--- config.mk ---
export PLATFORM = sky130hd
export DESIGN_NAME = afvt_sqrt
export DESIGN_NICKNAME = d
export VERILOG_FILES = /design/src/rtl/afvt_pkg.sv /design/src/rtl/afvt_sqrt.sv
export SDC_FILE = /design/constraint.sdc
export NUM_CORES = 2
export LEC_CHECK = 0
export BUFFER_PORTS_ARGS = -buffer_cell sky130_fd_sc_hd__clkbuf_2
export CAP_MARGIN = 20
export CORE_MARGIN = 5
export CORE_UTILIZATION = 45
export CTS_BUF_LIST = sky130_fd_sc_hd__clkbuf_8
export DETAILED_ROUTE_END_ITERATION = 7
export MAX_ROUTING_LAYER = met4
export PLACE_DENSITY_LB_ADDON = 0.1
export RECOVER_POWER = 25
export SYNTH_ARGS = -nofsm -noshare
export SYNTH_HDL_FRONTEND = slang
export SYNTH_SLANG_ARGS = --single-unit
--- constraint.sdc ---
create_clock -name clk -period 8.7 [get_ports clk]
set_input_delay 0.87 -clock clk [delete_from_list [all_inputs] [get_ports clk]]
set_output_delay 0.87 -clock clk [all_outputs]
set_load 0.01 [all_outputs]
--- src/rtl/afvt_pkg.sv ---
package afvt_pkg;

  localparam int FRAC_BITS_DEF = 16;
  localparam int NUM_REGS      = 8;
  localparam int CFG_IDX_W     = 4;
  localparam int SQ_ITERS      = 32;
  localparam int SQ_PER_STAGE  = 2;
  localparam int SQ_STAGES     = SQ_ITERS / SQ_PER_STAGE;

  localparam logic [63:0] REG_RESET [NUM_REGS] = '{
    64'd65536, 64'd0, 64'h0001_0000_0000_0000, 64'd0,
    64'd0, 64'd65536, 64'd0, 64'h0001_0000_0000_0000
  };

  // matrix entries, [row][col]
  typedef logic [3:0][3:0][31:0] mat_t;

  typedef struct packed {
    logic               hit;
    logic signed [63:0] cx;
    logic signed [63:0] cy;
    logic signed [63:0] cz;
    logic signed [63:0] w;
  } side_t;

  typedef struct packed {
    logic [63:0] rem;
    logic [63:0] root;
  } sq_t;

  // one digit of the restoring square root
  function automatic sq_t sqrt_step(input sq_t cur, input logic [63:0] bitv);
    sq_t nxt;
    if (cur.rem >= cur.root + bitv) begin
      nxt.rem  = cur.rem - (cur.root + bitv);
      nxt.root = (cur.root >> 1) + bitv;
    end else begin
      nxt.rem  = cur.rem;
      nxt.root = cur.root >> 1;
    end
    return nxt;
  endfunction

endpackage

--- src/rtl/afvt_sqrt.sv ---
module afvt_sqrt import afvt_pkg::*; (
  input  logic        clk,
  input  logic        rst,
  input  logic        ce,
  input  logic        in_valid,
  input  logic [63:0] in_sumsq,
  input  side_t       in_side,
  output logic        out_valid,
  output logic [31:0] out_root,
  output side_t       out_side
);

  logic  v    [SQ_STAGES+1];
  sq_t   st   [SQ_STAGES+1];
  side_t sd   [SQ_STAGES+1];

  assign v[0]        = in_valid;
  assign st[0].rem   = in_sumsq;
  assign st[0].root  = '0;
  assign sd[0]       = in_side;

  for (genvar g = 0; g < SQ_STAGES; g++) begin : g_stage
    sq_t step_q [SQ_PER_STAGE+1];
    always_comb begin
      step_q[0] = st[g];
      for (int j = 0; j < SQ_PER_STAGE; j++) begin
        step_q[j+1] = sqrt_step(step_q[j],
                                64'(1) << (62 - 2 * (g * SQ_PER_STAGE + j)));
      end
    end

    always_ff @(posedge clk) begin
      if (ce) begin
        st[g+1] <= step_q[SQ_PER_STAGE];
        sd[g+1] <= sd[g];
      end
    end

    always_ff @(posedge clk) begin
      if (rst) begin
        v[g+1] <= 1'b0;
      end else if (ce) begin
        v[g+1] <= v[g];
      end
    end
  end

  assign out_valid = v[SQ_STAGES];
  assign out_root  = st[SQ_STAGES].root[31:0];
  assign out_side  = sd[SQ_STAGES];

endmodule

# After elaboration in Yosys (flattened, before gate mapping)
# Index checks and enable logic that the tools add are counted.
[word_totals]
regBits = 6080
out_inout_bits = 290
word_cells = 299
[op_classes]
add_sub_neg = 93
magnitude_cmp = 32
mux = 32
[ops]
columns = ["operator", "count"]
rows = [
  ["128-bit 2-to-1 mux", 31],
  ["64-bit >= comparator", 31],
  ["64-bit subtractor", 30],
  ["63-bit by 11-bit adder with 64-bit output (second input constant)", 1],
  ["63-bit by 13-bit adder with 64-bit output (second input constant)", 1],
  ["63-bit by 15-bit adder with 64-bit output (second input constant)", 1],
  ["63-bit by 17-bit adder with 64-bit output (second input constant)", 1],
  ["63-bit by 19-bit adder with 64-bit output (second input constant)", 1],
  ["63-bit by 21-bit adder with 64-bit output (second input constant)", 1],
  ["63-bit by 23-bit adder with 64-bit output (second input constant)", 1],
  ["63-bit by 25-bit adder with 64-bit output (second input constant)", 1],
  ["63-bit by 27-bit adder with 64-bit output (second input constant)", 1],
  ["63-bit by 29-bit adder with 64-bit output (second input constant)", 1],
  ["63-bit by 3-bit adder with 64-bit output (second input constant)", 1],
  ["63-bit by 31-bit adder with 64-bit output (second input constant)", 1],
  ["63-bit by 33-bit adder with 64-bit output (second input constant)", 1],
  ["63-bit by 35-bit adder with 64-bit output (second input constant)", 1],
  ["63-bit by 37-bit adder with 64-bit output (second input constant)", 1],
  ["63-bit by 39-bit adder with 64-bit output (second input constant)", 1],
  ["63-bit by 41-bit adder with 64-bit output (second input constant)", 1],
  ["63-bit by 43-bit adder with 64-bit output (second input constant)", 1],
  ["63-bit by 45-bit adder with 64-bit output (second input constant)", 1],
  ["63-bit by 47-bit adder with 64-bit output (second input constant)", 1],
  ["63-bit by 49-bit adder with 64-bit output (second input constant)", 1],
  ["other kinds (44)", 44],
]

# Depth between registers and ports, before layout
[depth]
word_depth = 6
ltp_mapped = 33
depth_no_buf = 27

# Worst setup path after synthesis
# Ideal clock, no wire load.
[synth_timing]
path_kind = "register -> register"
startpoint = "register st, in the netlist g_stage[10].step_q[280]"
endpoint = "register st, in the netlist g_stage[11].step_q[344] (data pin)"
setup_time_ns = 0.261
arrival_ns = 6.361
required_ns = 8.439
path_slack_ns = 2.077
stages_incl_launch_ff = 33
path_buffers = 6
period_less_slack_ns = 6.623
path_cell_list = "edfxtp_1 inv_1 ha_1 nor2b_1 o21ai_0 a21oi_1 o31ai_1 a21oi_1 o31ai_1 nand2_2 inv_1 buf_2 buf_1 buf_1 nand2_1 nand2_1 ha_1 clkbuf_1 a21o_1 a21o_1 a21o_1 a21oi_1 nor2b_1 o21ai_0 nand2b_1 a221o_1 o21ai_0 nand4_1 or4b_1 buf_2 clkbuf_1 nor2_1 a21oi_1"
[synth_lines]
columns = ["element", "line", "text"]
rows = [
  ["start: declaration", "afvt_sqrt.sv:14", "sq_t st [SQ_STAGES+1];"],
  ["start signal: indexed assignment", "afvt_sqrt.sv:34", "st[g+1] <= step_q[SQ_PER_STAGE];"],
]

==> flow_summary_export.csv <==
group,metric,value,unit
routing,num_vias,110200,
global_routing,gr-total-overflow,0,
critical_path,crit_chain,"inv_1 > ha_1 > nand4_1 > nor3_1 > nand3_1 > a21o_1 > nand3_2 > buf_4 > a21oi_1 > ha_1 > nand4_1 > o21bai_1 > or4_1 > o21ai_1 > nand2_1 > a21boi_1 > nor4b_4 > buf_4 > nor4_1 > buf_4 > nand4_1 > xnor2_1",
routing,dr.pass1.iters,6,
critical_path,end_kind,"flop",
outcome,failed_checks,"max-capacitance violations, max-slew violations",
timing,fin_skew,0.08118,ns
timing,fin_crit_sh,89.80,%
critical_path,startpoint_type,"flop",
die,start_util,45.09,%
cells_and_area,drive_gt1_share,11.89,%
critical_path,path_class,"flop to flop",
timing,final.min_clock_period,7.813,ns
die,io_pins,615,
synthesis,ys_seq_area_share,76.42,%
synthesis,yosysTopAreaCellShare,76.27,%
synthesis,yosysMostFrequentCell,"edfxtp_1",
routing,drc,0,
routing,wl,437100,um
critical_path,cp_top_family,"simple AND/OR/NAND/NOR gates",
place,place_hpwl,302300,um
synthesis,synth_flop_cell,"edfxtp_1",
power,vdd_drop_max,165.0,uV
synthesis,yosysTopAreaCell,"edfxtp_1",
global_routing,grt_max_degree,203,
die,dieArea,0.4814,mm2
power,power_leakage,85.84,nW
critical_path,reg2regPathDepth,22,
timing,tns,0,ns
critical_path,slowest_delay,0.84,ns
power,pwr_density_cell,278.8,mW/mm2
die,die_x,693.8,um
synthesis,syn_area_per_cell,16.17,um2
global_routing,track_usage,18.26,%
die,die_h,693.8,um
critical_path,critPathBufInv,4,
critical_path,startpoint,"g_stage[11].step_q[291]",
cells_and_area,area_growth,13.29,%
run,maxCapViolations,1,
die,num_rows,251,
clock_network,cts_setup_buffers,0,
clock_network,clock_sinks,5360,
place,gp_congestion,0.9237,
timing,fmax,128.0,MHz
timing,drv_slew,106,
place,io_buffers,614,
timing,rsz0062_at_grt,"false",
critical_path,cp_num_cells,22,
synthesis,synthesis.nets,13910,
critical_path,timing.rr.start,"g_stage[11].step_q[291]",
clock_network,htreeDepth,6,
clock_network,cts_buffer_depth,4,
clock_network,clock_latency,1.25,ns
critical_path,rrSetupSlack,0.89,ns
critical_path,required,9.61,ns
cells_and_area,final_net_count,15310,
synthesis,synth_cell_types,115,
critical_path,cp_slowest_cell,"nor3_1",
synthesis,synthArstFlopShare,0,%
timing,tightest_slew,7.468,ns
global_routing,antenna_found_initial,6,
global_routing,grt_pass1_wl,667700,um
synthesis,synthesis.instances,13020,
routing,vias_per_cell,5.179,
power,power,66.45,mW
die,core_region_area,0.4667,mm2
hold_path,worst_hold_path_type,"input pin to flop",
timing,final-hold-violation-count,0,
synthesis,yosysWarnings,0,
clock_network,path_clk_slew,0.06,ns
critical_path,cp.arrival,8.72,ns
clock_network,cts_buffers,841,
timing,slew_headroom,-397.9,%
routing,drtIter0Drc,7985,
critical_path,crit_end,"g_stage[12].step_q[376]",
synthesis,syn_area,0.2104,mm2
synthesis,synth_area_leaders,"edfxtp_1, ha_1, xnor2_1",
routing,route.detailed.wl_per_inst,20.54,um
timing,finalSetupViolCount,0,
clock_network,cts-root-buf,"clkbuf_8",
routing,postRouteAntennaNets,0,
synthesis,synth-edff-count,5344,
outcome,status,"finished, violations left",
synthesis,yosys-top-cells-count,"edfxtp_1, nor2_1, a21oi_1, nand2_1, ha_1",
critical_path,worstReg2RegEnd,"g_stage[12].step_q[376]",
synthesis,synth_seq_cells,5360,
global_routing,grt_pass1_vias,113400,
critical_path,worstPathMaxFanout,48,
clock_network,cts_tree,"yes",
## registers in the layout (all words and copies together) (netlist names)
register and flops:
out_root 32, v 15, out_side 257, sd 3855, g_stage.step_q 1200, out_valid 1
## worst min-delay path, cell delays in order
cell	delay [ns]
clkbuf_2	0.12
ha_1	0.18
xor2_1	0.07
## logic make-up after synthesis
group,Yosys count,share of synthesized area (%)
adder cells (fa/ha/maj),573,3.407
XOR/XNOR,828,3.450
AND/OR/NAND/NOR,2979,7.275
flip-flops,5360,76.42
AO/OA/AOI/OAI,2141,6.528
buffers and inverters,1021,2.339
multiplexers,113,0.5804
## worst min-delay path by stage
stage	cells after the start	endpoint	start	slack, ns
2_1_floorplan	0	out_side[0]	sd[257]	0.40
3_3_place_gp	0	sd[3473]	sd[3730]	0.40
3_5_place_dp	0	out_side[104]	sd[361]	0.40
4_1_cts	3	g_stage[1].step_q[382]	in_sumsq[62]	0.03
5_1_grt	3	g_stage[1].step_q[382]	in_sumsq[62]	0.12
6_report	3	g_stage[1].step_q[382]	in_sumsq[62]	0.23
## cells in the final DEF, fill, tap and decap left out, types with 32 or more instances in the layout
| cell type | synthesis | final |
|---|---|---|
| edfxtp_1 | 5344 | 5344 |
| clkbuf_8 | 0 | 845 |
| inv_1 | 481 | 748 |
| nor2_1 | 735 | 735 |
| a21oi_1 | 688 | 688 |
| nand2_1 | 630 | 630 |
| ha_1 | 573 | 573 |
| xnor2_1 | 537 | 537 |
| clkbuf_2 | 0 | 441 |
| o21ai_0 | 419 | 418 |
| dlygate4sd3_1 | 0 | 322 |
| a21o_1 | 298 | 298 |
| xor2_1 | 290 | 290 |
| nor4_1 | 241 | 241 |
| nor3_1 | 243 | 241 |
| clkinv_1 | 3 | 231 |
| nand4_1 | 204 | 204 |
| nand3_1 | 195 | 194 |
| clkbuf_1 | 202 | 171 |
| or3_1 | 124 | 124 |
| buf_4 | 266 | 115 |
| nand2b_1 | 96 | 96 |
| o21a_1 | 89 | 89 |
| nor2b_1 | 77 | 77 |
| clkinv_2 | 1 | 77 |
| a31oi_1 | 73 | 73 |
| o31ai_1 | 71 | 71 |
| o21bai_1 | 69 | 69 |
| or4_1 | 65 | 65 |
| and3_1 | 64 | 64 |
| mux2_2 | 59 | 59 |
| a211oi_1 | 57 | 57 |
| and2_1 | 52 | 52 |
| or2_2 | 42 | 42 |
| mux2i_1 | 41 | 41 |
| nor4b_1 | 34 | 34 |
| and4_1 | 32 | 32 |
| nand4b_1 | 32 | 32 |
| nor3b_1 | 32 | 32 |
## per-layer routing
layer  global-route usage, %  vias up  wire length [um]
li1                        -    52780                 -
met1                   22.65    53960            185700
met2                   30.81     2577            218900
met3                   2.581      905             17120
met4                   6.384        0             15360
met5                       -        -                 0
## stage by stage
step	cell area, um2	hold WS, ns	setup slack, ns	util [%]	instances
4_1_cts	238600	0.02845	0.7172	51.12	21270
2_1_floorplan	210400	0.4003	2.077	-	13020
5_1_grt	238400	0.1250	0.4392	51.07	21280
6_report	238400	0.2256	0.8874	51.08	21280
3_3_place_gp	219600	0.4000	0.5643	47.06	19440
3_5_place_dp	219600	0.4045	0.7904	47.06	19440
## where the power goes
part           switching (mW)  total [mW]  internal [mW]
Combinational            8.77        14.3           5.51
Clock                    9.76        19.6           9.81
Sequential               1.29        32.6           31.3
## repair_timing
action	CTS	global route
hold buffers	322	0
resized for setup	0	0
hold endpoints to repair	335	0
## layout make-up
class	instances	area [um2]
multi-input combinational	6634	44720
clock buffer	845	11630
antenna	7	17.52
timing repair buffer	1082	7531
inverter	494	1856
clock inverter	661	4065
fill	38920	228300
sequential	5360	160800
tap	6198	7755
Power figures use the tool's default switching activity.
